File: config.mk
export PLATFORM = sky130hd
export DESIGN_NAME = speed_exclusion_rate_limiter
export DESIGN_NICKNAME = d
export VERILOG_FILES = /design/src/sel_pkg.sv /design/src/speed_exclusion_rate_limiter.sv
export SDC_FILE = /design/constraint.sdc
export NUM_CORES = 2
export LEC_CHECK = 0
export BUFFER_PORTS_ARGS = -buffer_cell sky130_fd_sc_hd__buf_4
export CAP_MARGIN = 20
export CELL_PAD_IN_SITES_DETAIL_PLACEMENT = 0
export CELL_PAD_IN_SITES_GLOBAL_PLACEMENT = 1
export CORE_MARGIN = 5
export CORE_UTILIZATION = 41
export DETAILED_ROUTE_END_ITERATION = 8
export PLACE_DENSITY_LB_ADDON = 0.1
export SLEW_MARGIN = 15
export SYNTH_ARGS = -nofsm -noshare
export SYNTH_HDL_FRONTEND = slang
export SYNTH_SLANG_ARGS = --single-unit
File: constraint.sdc
create_clock -name i_clk -period 16 [get_ports i_clk]
set_input_delay 1.6 -clock i_clk [delete_from_list [all_inputs] [get_ports i_clk]]
set_output_delay 1.6 -clock i_clk [all_outputs]
set_load 0.005 [all_outputs]
File: src/sel_pkg.sv
// ----------------------------------------------------------------------------
// Speed exclusion rate limiter package
// Shared widths, register indexes, reset values and the Q16.16 saturation
// helper used by the limiter datapath.
// ----------------------------------------------------------------------------
`default_nettype none

package sel_pkg;

    // Field and register widths.
    localparam int unsigned QW       = 32;  // signed Q16.16 word
    localparam int unsigned RW       = 31;  // unsigned Q15.16 register
    localparam int unsigned CFG_AW   = 3;   // register index width
    localparam int unsigned IN_DW    = 40;  // input tdata, padded to bytes
    localparam int unsigned OUT_DW   = 72;  // output tdata, padded to bytes
    localparam int unsigned PROD_W   = 64;  // full product of the multiplier
    localparam int unsigned PQ_W     = 48;  // product after the Q16 shift

    // Register indexes.
    localparam logic [CFG_AW-1:0] REG_EXCL_CENTRE = 3'd0;
    localparam logic [CFG_AW-1:0] REG_EXCL_WIDTH  = 3'd1;
    localparam logic [CFG_AW-1:0] REG_RATE_BOUND  = 3'd2;
    localparam logic [CFG_AW-1:0] REG_TICK_PERIOD = 3'd3;
    localparam logic [CFG_AW-1:0] REG_GEAR_RATIO  = 3'd4;
    localparam logic [CFG_AW-1:0] REG_GEAR_INV    = 3'd5;

    // Register reset values.
    localparam logic [RW-1:0] RST_EXCL_CENTRE = 31'd0;
    localparam logic [RW-1:0] RST_EXCL_WIDTH  = 31'd0;
    localparam logic [RW-1:0] RST_RATE_BOUND  = 31'd65536;
    localparam logic [RW-1:0] RST_TICK_PERIOD = 31'd655;
    localparam logic [RW-1:0] RST_GEAR_RATIO  = 31'd65536;
    localparam logic [RW-1:0] RST_GEAR_INV    = 31'd65536;

    // Saturation bounds of a signed Q16.16 word.
    localparam logic signed [QW-1:0] Q_MAX = 32'sh7FFF_FFFF;
    localparam logic signed [QW-1:0] Q_MIN = 32'sh8000_0000;

    // Saturate a signed 48-bit value to the signed 32-bit range.
    function automatic logic signed [QW-1:0] sat48(input logic signed [PQ_W-1:0] x);
        logic hi_ones;
        logic hi_zeros;
        hi_ones  = &x[PQ_W-1:QW-1];
        hi_zeros = ~|x[PQ_W-1:QW-1];
        if (hi_ones || hi_zeros) begin
            sat48 = x[QW-1:0];
        end else if (x[PQ_W-1]) begin
            sat48 = Q_MIN;
        end else begin
            sat48 = Q_MAX;
        end
    endfunction

endpackage

`default_nettype wire

File: src/speed_exclusion_rate_limiter.sv
// ----------------------------------------------------------------------------
// Speed exclusion rate limiter
// Converts a generator speed reference to shaft speed, holds it outside an
// excluded speed band, bounds its change per tick and scales it back.
// ----------------------------------------------------------------------------
// Each accepted word runs through one shared bit-serial multiplier three
// times (shaft speed, step bound, output scaling), one multiplier bit per
// cycle. On its way to the result register a word passes the three
// multiplications and four control steps (shaft saturation, band test,
// limiter step and the result load). The input is ready again in the cycle
// after the load; no new word is taken while one is in process. A new word is
// accepted once the previous one has reached the output register, even if
// that result has not yet been taken; a result that is still waiting holds
// the next word in its last step. Configuration registers may be written at
// any time the block is idle and take effect on the next word.
`default_nettype none

module speed_exclusion_rate_limiter (
    input  wire                          i_clk,
    input  wire                          i_rst_n,
    // Configuration write port.
    input  wire                          i_cfg_wr_en,
    input  wire [sel_pkg::CFG_AW-1:0]    i_cfg_addr,
    input  wire [sel_pkg::RW-1:0]        i_cfg_wr_data,
    // Input stream.
    input  wire                          s_axis_tvalid,
    output logic                         s_axis_tready,
    // [31:0] gen_ref_speed, [32] restart_flag, [33] first_call, [39:34] zero
    input  wire [sel_pkg::IN_DW-1:0]     s_axis_tdata,
    // Output stream.
    output logic                         m_axis_tvalid,
    input  wire                          m_axis_tready,
    // [31:0] gen_ref_out, [32] in_band, [64:33] shaft_ref_limited, [71:65] zero
    output logic [sel_pkg::OUT_DW-1:0]   m_axis_tdata
);

    // Sequencer states.
    localparam logic [2:0] S_IDLE      = 3'd0;
    localparam logic [2:0] S_MUL_SHAFT = 3'd1;
    localparam logic [2:0] S_SHAFT     = 3'd2;
    localparam logic [2:0] S_MUL_BOUND = 3'd3;
    localparam logic [2:0] S_BAND      = 3'd4;
    localparam logic [2:0] S_LIMIT     = 3'd5;
    localparam logic [2:0] S_MUL_OUT   = 3'd6;
    localparam logic [2:0] S_WRITE     = 3'd7;

    localparam logic [4:0] MUL_LAST = 5'(sel_pkg::RW - 1);

    // Configuration registers.
    logic [sel_pkg::RW-1:0] r_excl_centre;
    logic [sel_pkg::RW-1:0] r_excl_width;
    logic [sel_pkg::RW-1:0] r_rate_bound;
    logic [sel_pkg::RW-1:0] r_tick_period;
    logic [sel_pkg::RW-1:0] r_gear_ratio;
    logic [sel_pkg::RW-1:0] r_gear_inv;

    // Control and state.
    logic [2:0]                   r_state, n_state;
    logic [4:0]                   r_cnt, n_cnt;
    logic                         r_out_valid, n_out_valid;
    logic signed [sel_pkg::QW-1:0] r_held, n_held;
    logic signed [sel_pkg::QW-1:0] r_lim, n_lim;

    // Word payload and intermediate values.
    logic                         r_restart, n_restart;
    logic                         r_first, n_first;
    logic signed [sel_pkg::QW-1:0] r_shaft, n_shaft;
    logic signed [sel_pkg::QW-1:0] r_target, n_target;
    logic                         r_inside, n_inside;
    logic [sel_pkg::PQ_W-3:0]     r_bound, n_bound;
    logic [sel_pkg::OUT_DW-1:0]   r_out_data, n_out_data;

    // Bit-serial multiplier: signed 32-bit multiplicand, unsigned 31-bit
    // multiplier shifted out LSB first, product builds in {acc, b}.
    logic signed [sel_pkg::QW-1:0] r_mul_a, n_mul_a;
    logic [sel_pkg::RW-1:0]        r_mul_b, n_mul_b;
    logic signed [sel_pkg::QW:0]   r_acc, n_acc;
    logic signed [sel_pkg::QW+1:0] mul_sum;
    logic signed [sel_pkg::PROD_W-1:0] prod;
    logic signed [sel_pkg::PQ_W-1:0]   prod_q;
    logic signed [sel_pkg::QW-1:0]     prod_sat;

    // Band and limiter arithmetic.
    logic signed [sel_pkg::QW+1:0] band_lo, band_hi, shaft_x, centre_x;
    logic signed [sel_pkg::QW-1:0] edge_val;
    logic                          band_hit;
    logic signed [sel_pkg::QW:0]   delta;
    logic signed [sel_pkg::PQ_W-1:0] delta_x, bound_x, step;
    logic signed [sel_pkg::QW-1:0] lim_next;

    logic in_fire;
    assign in_fire = s_axis_tvalid && s_axis_tready;

    // Configuration writes; unknown indexes are ignored.
    always_ff @(posedge i_clk) begin
        if (!i_rst_n) begin
            r_excl_centre <= sel_pkg::RST_EXCL_CENTRE;
            r_excl_width  <= sel_pkg::RST_EXCL_WIDTH;
            r_rate_bound  <= sel_pkg::RST_RATE_BOUND;
            r_tick_period <= sel_pkg::RST_TICK_PERIOD;
            r_gear_ratio  <= sel_pkg::RST_GEAR_RATIO;
            r_gear_inv    <= sel_pkg::RST_GEAR_INV;
        end else if (i_cfg_wr_en) begin
            unique case (i_cfg_addr)
                sel_pkg::REG_EXCL_CENTRE: r_excl_centre <= i_cfg_wr_data;
                sel_pkg::REG_EXCL_WIDTH:  r_excl_width  <= i_cfg_wr_data;
                sel_pkg::REG_RATE_BOUND:  r_rate_bound  <= i_cfg_wr_data;
                sel_pkg::REG_TICK_PERIOD: r_tick_period <= i_cfg_wr_data;
                sel_pkg::REG_GEAR_RATIO:  r_gear_ratio  <= i_cfg_wr_data;
                sel_pkg::REG_GEAR_INV:    r_gear_inv    <= i_cfg_wr_data;
                default: ;
            endcase
        end
    end

    // One multiplier step and the finished product after the last step.
    always_comb begin
        mul_sum  = {r_acc[sel_pkg::QW], r_acc}
                 + (r_mul_b[0] ? {{2{r_mul_a[sel_pkg::QW-1]}}, r_mul_a}
                               : {(sel_pkg::QW+2){1'b0}});
        prod     = {r_acc, r_mul_b};
        prod_q   = prod[sel_pkg::PROD_W-1:16];
        prod_sat = sel_pkg::sat48(prod_q);
    end

    // Band test on the registered shaft speed.
    always_comb begin
        centre_x = {3'b000, r_excl_centre};
        band_lo  = centre_x - {4'b0000, r_excl_width[sel_pkg::RW-1:1]};
        band_hi  = centre_x + {4'b0000, r_excl_width[sel_pkg::RW-1:1]};
        shaft_x  = {{2{r_shaft[sel_pkg::QW-1]}}, r_shaft};
        band_hit = (shaft_x > band_lo) && (shaft_x < band_hi);
        // Nearer band edge; the upper edge may overflow and saturates.
        if (shaft_x > centre_x) begin
            edge_val = band_hi[sel_pkg::QW+1:sel_pkg::QW-1] != 3'b000
                     ? sel_pkg::Q_MAX : band_hi[sel_pkg::QW-1:0];
        end else begin
            edge_val = band_lo[sel_pkg::QW-1:0];
        end
    end

    // Limiter step: clamp the change to the bound.
    always_comb begin
        delta   = {r_target[sel_pkg::QW-1], r_target} - {r_lim[sel_pkg::QW-1], r_lim};
        delta_x = {{(sel_pkg::PQ_W-sel_pkg::QW-1){delta[sel_pkg::QW]}}, delta};
        bound_x = {2'b00, r_bound};
        if (delta_x > bound_x) begin
            step = bound_x;
        end else if (delta_x < -bound_x) begin
            step = -bound_x;
        end else begin
            step = delta_x;
        end
        lim_next = r_lim + step[sel_pkg::QW-1:0];
    end

    // Sequencer.
    always_comb begin
        n_state     = r_state;
        n_cnt       = r_cnt;
        n_out_valid = r_out_valid;
        n_held      = r_held;
        n_lim       = r_lim;
        n_restart   = r_restart;
        n_first     = r_first;
        n_shaft     = r_shaft;
        n_target    = r_target;
        n_inside    = r_inside;
        n_bound     = r_bound;
        n_out_data  = r_out_data;
        n_mul_a     = r_mul_a;
        n_mul_b     = r_mul_b;
        n_acc       = r_acc;

        if (m_axis_tready) begin
            n_out_valid = 1'b0;
        end

        unique case (r_state)
            S_IDLE: begin
                if (in_fire) begin
                    n_restart = s_axis_tdata[32];
                    n_first   = s_axis_tdata[33];
                    n_mul_a   = s_axis_tdata[sel_pkg::QW-1:0];
                    n_mul_b   = r_gear_inv;
                    n_acc     = '0;
                    n_cnt     = '0;
                    n_state   = S_MUL_SHAFT;
                end
            end
            S_MUL_SHAFT, S_MUL_BOUND, S_MUL_OUT: begin
                n_acc   = mul_sum[sel_pkg::QW+1:1];
                n_mul_b = {mul_sum[0], r_mul_b[sel_pkg::RW-1:1]};
                n_cnt   = r_cnt + 5'd1;
                if (r_cnt == MUL_LAST) begin
                    if (r_state == S_MUL_SHAFT) begin
                        n_state = S_SHAFT;
                    end else if (r_state == S_MUL_BOUND) begin
                        n_state = S_BAND;
                    end else begin
                        n_state = S_WRITE;
                    end
                end
            end
            S_SHAFT: begin
                n_shaft = prod_sat;
                n_mul_a = {1'b0, r_rate_bound};
                n_mul_b = r_tick_period;
                n_acc   = '0;
                n_cnt   = '0;
                n_state = S_MUL_BOUND;
            end
            S_BAND: begin
                // The bound is non-negative and below 2^46.
                n_bound  = prod_q[sel_pkg::PQ_W-3:0];
                n_inside = band_hit;
                if (band_hit) begin
                    n_target = r_restart ? edge_val : r_held;
                end else begin
                    n_target = r_shaft;
                end
                n_held = n_target;
                if (r_first || r_restart) begin
                    n_lim = n_target;
                end
                n_state = S_LIMIT;
            end
            S_LIMIT: begin
                n_lim   = lim_next;
                n_mul_a = lim_next;
                n_mul_b = r_gear_ratio;
                n_acc   = '0;
                n_cnt   = '0;
                n_state = S_MUL_OUT;
            end
            S_WRITE: begin
                // Load the result once the output register is free.
                if (!r_out_valid || m_axis_tready) begin
                    n_out_data  = {7'b0000000, r_lim, r_inside, prod_sat};
                    n_out_valid = 1'b1;
                    n_state     = S_IDLE;
                end
            end
            default: n_state = S_IDLE;
        endcase
    end

    // Control registers.
    always_ff @(posedge i_clk) begin
        if (!i_rst_n) begin
            r_state     <= S_IDLE;
            r_cnt       <= '0;
            r_out_valid <= 1'b0;
            r_held      <= '0;
            r_lim       <= '0;
        end else begin
            r_state     <= n_state;
            r_cnt       <= n_cnt;
            r_out_valid <= n_out_valid;
            r_held      <= n_held;
            r_lim       <= n_lim;
        end
    end

    // Payload registers.
    always_ff @(posedge i_clk) begin
        r_restart  <= n_restart;
        r_first    <= n_first;
        r_shaft    <= n_shaft;
        r_target   <= n_target;
        r_inside   <= n_inside;
        r_bound    <= n_bound;
        r_out_data <= n_out_data;
        r_mul_a    <= n_mul_a;
        r_mul_b    <= n_mul_b;
        r_acc      <= n_acc;
    end

    assign s_axis_tready = (r_state == S_IDLE);
    assign m_axis_tvalid = r_out_valid;
    assign m_axis_tdata  = r_out_data;

endmodule

`default_nettype wire
==> qor.csv <==
stage,metric,value,unit
pwr,Leakage,15.3,nW
yosys,ys async rst share,0,%
yosys,leading area contributor after synthesis,edfxtp_1,
global_route,GRT Util Overall,27.1,%
finish,Fillers,8259,
yosys,Synth area leaders,"edfxtp_1 (24%), dfxtp_1 (15%), ha_1 (12%), a21oi_1 (6.4%), nand2_1 (5.8%)",
yosys,Ys Warns,0,
pwr,Total Power,3.48,mW
pwr,pwr dens,89.6,nW/um^2
timing,Max Slew Vio Count,0,
critical_path,crit start category,flip-flop,
yosys,"Top FF cell, synth",edfxtp_1,
timing,Fmax,97.8,MHz
yosys,Yosys reg bits,532,
yosys,Yosys cell types,93,
routing,Routed Antenna Nets,0,
critical_path,slowest cell on the critical path,nor3_1,
clocking,Bufs on Longest Clock Path,3,
critical_path,RR Startpoint,r_lim[1],
routing,first-pass iteration count of the detailed router,6,
critical_path,worst-path maximum fanout,66,
pwr,Worst VDD drop,0.0000827,V
timing,worst-margin pin slew,1110,ps
die,Die Footprint,90400,um^2
routing,drt drc,0,
job,max cap viols,0,
critical_path,RR Endpoint,r_mul_a[31],
timing,# setup viols final,0,
clocking,"Hold-fix buffers, CTS",0,
die,Vert. Die Dim,301,um
yosys,Post-Syn Instances,3966,
yosys,post-synthesis xor/xnor area fraction,4.02,%
placed_design,HPWL Detailed,95700,um
timing,final hold vios,0,
global_route,global-route wire length before repair,186000,um
critical_path,crit path kind,reg -> reg,
yosys,dominant cell by count in the synthesized netlist,nand2_1,
global_route,GR Overflow Total,0,
placed_design,Buffers on Ports,139,
worst_hold_path,Min-Delay Path Class,reg -> reg,
yosys,"Seq/Total Area, Yosys",38.7,%
timing,Final min period,10230,ps
clocking,PostCTS Resize Cnt,0,
timing,period utilisation layout,63.9,%
finish,synthesis-to-layout area growth,12.1,%
routing,drt initial violations,2514,
routing,DR vias,30000,
routing,WL per Instance,24.4,um
critical_path,worst path required time,16380,ps
clocking,total CTS buffers,60,
critical_path,max incr delay on CP,540,ps
routing,drt total wl,127000,um
yosys,largest family of logic cells by synthesized area,compound AO/OA/AOI/OAI gates,
critical_path,Crit. End Element,flip-flop,
die,io pins,153,
finish,multi-input combinational cell area,19700,um^2
yosys,Synth Area in Compound Gates,21.8,%
timing,Setup TNS,0,ps
finish,Reg area,13400,um^2
global_route,vias in the first global route,27800,
yosys,share of the synthesized area in the top cell type,23.8,%
yosys,mux cell area share after synthesis,0.983,%
timing,final clock skew,34.7,ps
worst_hold_path,Hold Crit Endpoint,r_gear_ratio[3],
critical_path,flop2flop setup slack,5770,ps
yosys,Syn Area/Cell,8.73,um^2
yosys,Post-synth EDFFs,274,
worst_hold_path,Cells on Worst Hold Path,2,
clocking,Clock Sinks,532,
timing,final hold slack,455,ps
yosys,area share of and/or/nand/nor cells after synthesis,17.8,%
yosys,synth cell count leaders,"nand2_1 (535), a21oi_1 (442), ha_1 (319)",
die,Die W,301,um
placed_design,Post-DP Area,36800,um^2
die,Initial Util,41.4,%
critical_path,reg2reg path depth,38,
outcome,outcome,"complete, no violations",
placed_design,GP Congestion,0.913,
global_route,largest net degree at the start of global routing,110,
clocking,clock slew at reported path FFs,60,ps
finish,post-route cell area,38800,um^2
routing,Vias per Instance,5.78,
clocking,CTS H-tree lvls,2,
critical_path,Top delay family on crit path,compound AO/OA/AOI/OAI gates,
finish,share of cells above drive strength 1,9.06,%
yosys,Synth Area in Adders,11.8,%
timing,RSZ-0062 raised after global routing,no,
clocking,Skew-Pair Late Insertion Delay,650,ps
timing,Max-slew headroom,25.3,%
worst_hold_path,worst min-delay path startpoint,r_gear_ratio[3],
finish,nets,4416,
clocking,clock root cell,clkbuf_16,
clocking,Post-CTS Setup Inserts,0,
critical_path,WP data arrival,10610,ps
die,row count,106,
critical_path,CP bufs+invs,2,
yosys,synthesized area,34600,um^2
clocking,CTS tree,built,
global_route,initial antenna violation count,1,
die,Core Area,83700,um^2
cell usage in the layout (no fill, tap or decap), drive strengths merged, types with 116 or more instances in the layout:
cell type,instances
buf,185
xnor2,116
o21ai,188
nor2,233
nand3,135
a21oi,442
ha,319
nand2,536
edfxtp,274
inv,232
dfxtp,258
a21o,137
flip-flops by register name (all words and copies together), names as in the netlist, 31 cells and up:
signal,flops
r_mul_b,31
r_bound,46
r_shaft,32
r_lim,32
m_axis_tdata,65
r_tick_period,31
r_held,32
r_rate_bound,31
r_excl_centre,31
r_gear_ratio,31
r_mul_a,32
r_gear_inv,31
r_target,32
r_acc,33
per-layer routing:
metal | part of all wire [%] | vias up | GRT usage [%]
met4 | 3.5 | 0 | 8.20
met2 | 45 | 867 | 42.8
met5 | 0 | - | 0
met3 | 5.2 | 164 | 3.09
li1 | - | 14500 | -
met1 | 47 | 14500 | 39.1
metrics by stage:
| stage | std cells | util, % | worst slack [ps] |
|---|---|---|---|
| final | 5200 | 46.4 | 5770 |
| after global routing | 5198 | 46.4 | 5090 |
| after CTS | 5198 | 46.4 | 5770 |
| after detailed placement | 5085 | 43.9 | 5850 |
| after global placement | 5083 | 43.9 | 5880 |
| after floorplan | 3972 | - | 8310 |
how the worst max path moves through the flow:
| stage | start | end | slack (ps) | depth (start not counted) |
|---|---|---|---|---|
| floorplan | r_lim[1] | r_mul_a[31] | 8310 | 40 |
| global placement | r_lim[1] | r_mul_a[31] | 5880 | 38 |
| detailed placement | r_lim[1] | r_mul_a[31] | 5850 | 38 |
| CTS | r_lim[1] | r_mul_a[31] | 5770 | 38 |
| global route | r_lim[1] | r_mul_a[31] | 5090 | 38 |
| finish | r_lim[1] | r_mul_a[31] | 5770 | 38 |
final cells by class:
cell class	instances	area share (%)
Clock inverter	42	1.18
Multi-Input combinational cell	3004	50.7
Timing Repair Buffer	185	3.56
Inverter	230	2.24
Sequential cell	532	34.5
Tap cell	1134	3.65
Clock buffer	71	4.10
Antenna cell	2	0.0129
where the power goes:
group | internal, mW | leakage (nW) | total, mW | switching, mW
combinational | 0.169 | 9.65 | 0.510 | 0.341
sequential | 1.48 | 4.63 | 1.52 | 0.0383
clock | 0.830 | 0.981 | 1.45 | 0.620
cell families after synthesis:
family,Yosys count
and+or+nand+nor,1295
AOI/OAI and AO/OA,1186
DFF,532
buffers and inverters,436
adders and majority gates,324
xor gates and xnor gates,159
muxes,33
other,1
worst reg2reg max path, delay by kind of cell (launching register included):
kind	cells	cell delay [ps]
AOI/OAI and AO/OA	21	5490
xor gates and xnor gates	2	530
DFF	1	490
adders and majority gates	3	910
muxes	1	140
and+or+nand+nor	9	1930
buffers and inverters	2	490
(Power assumes the default switching activity.)
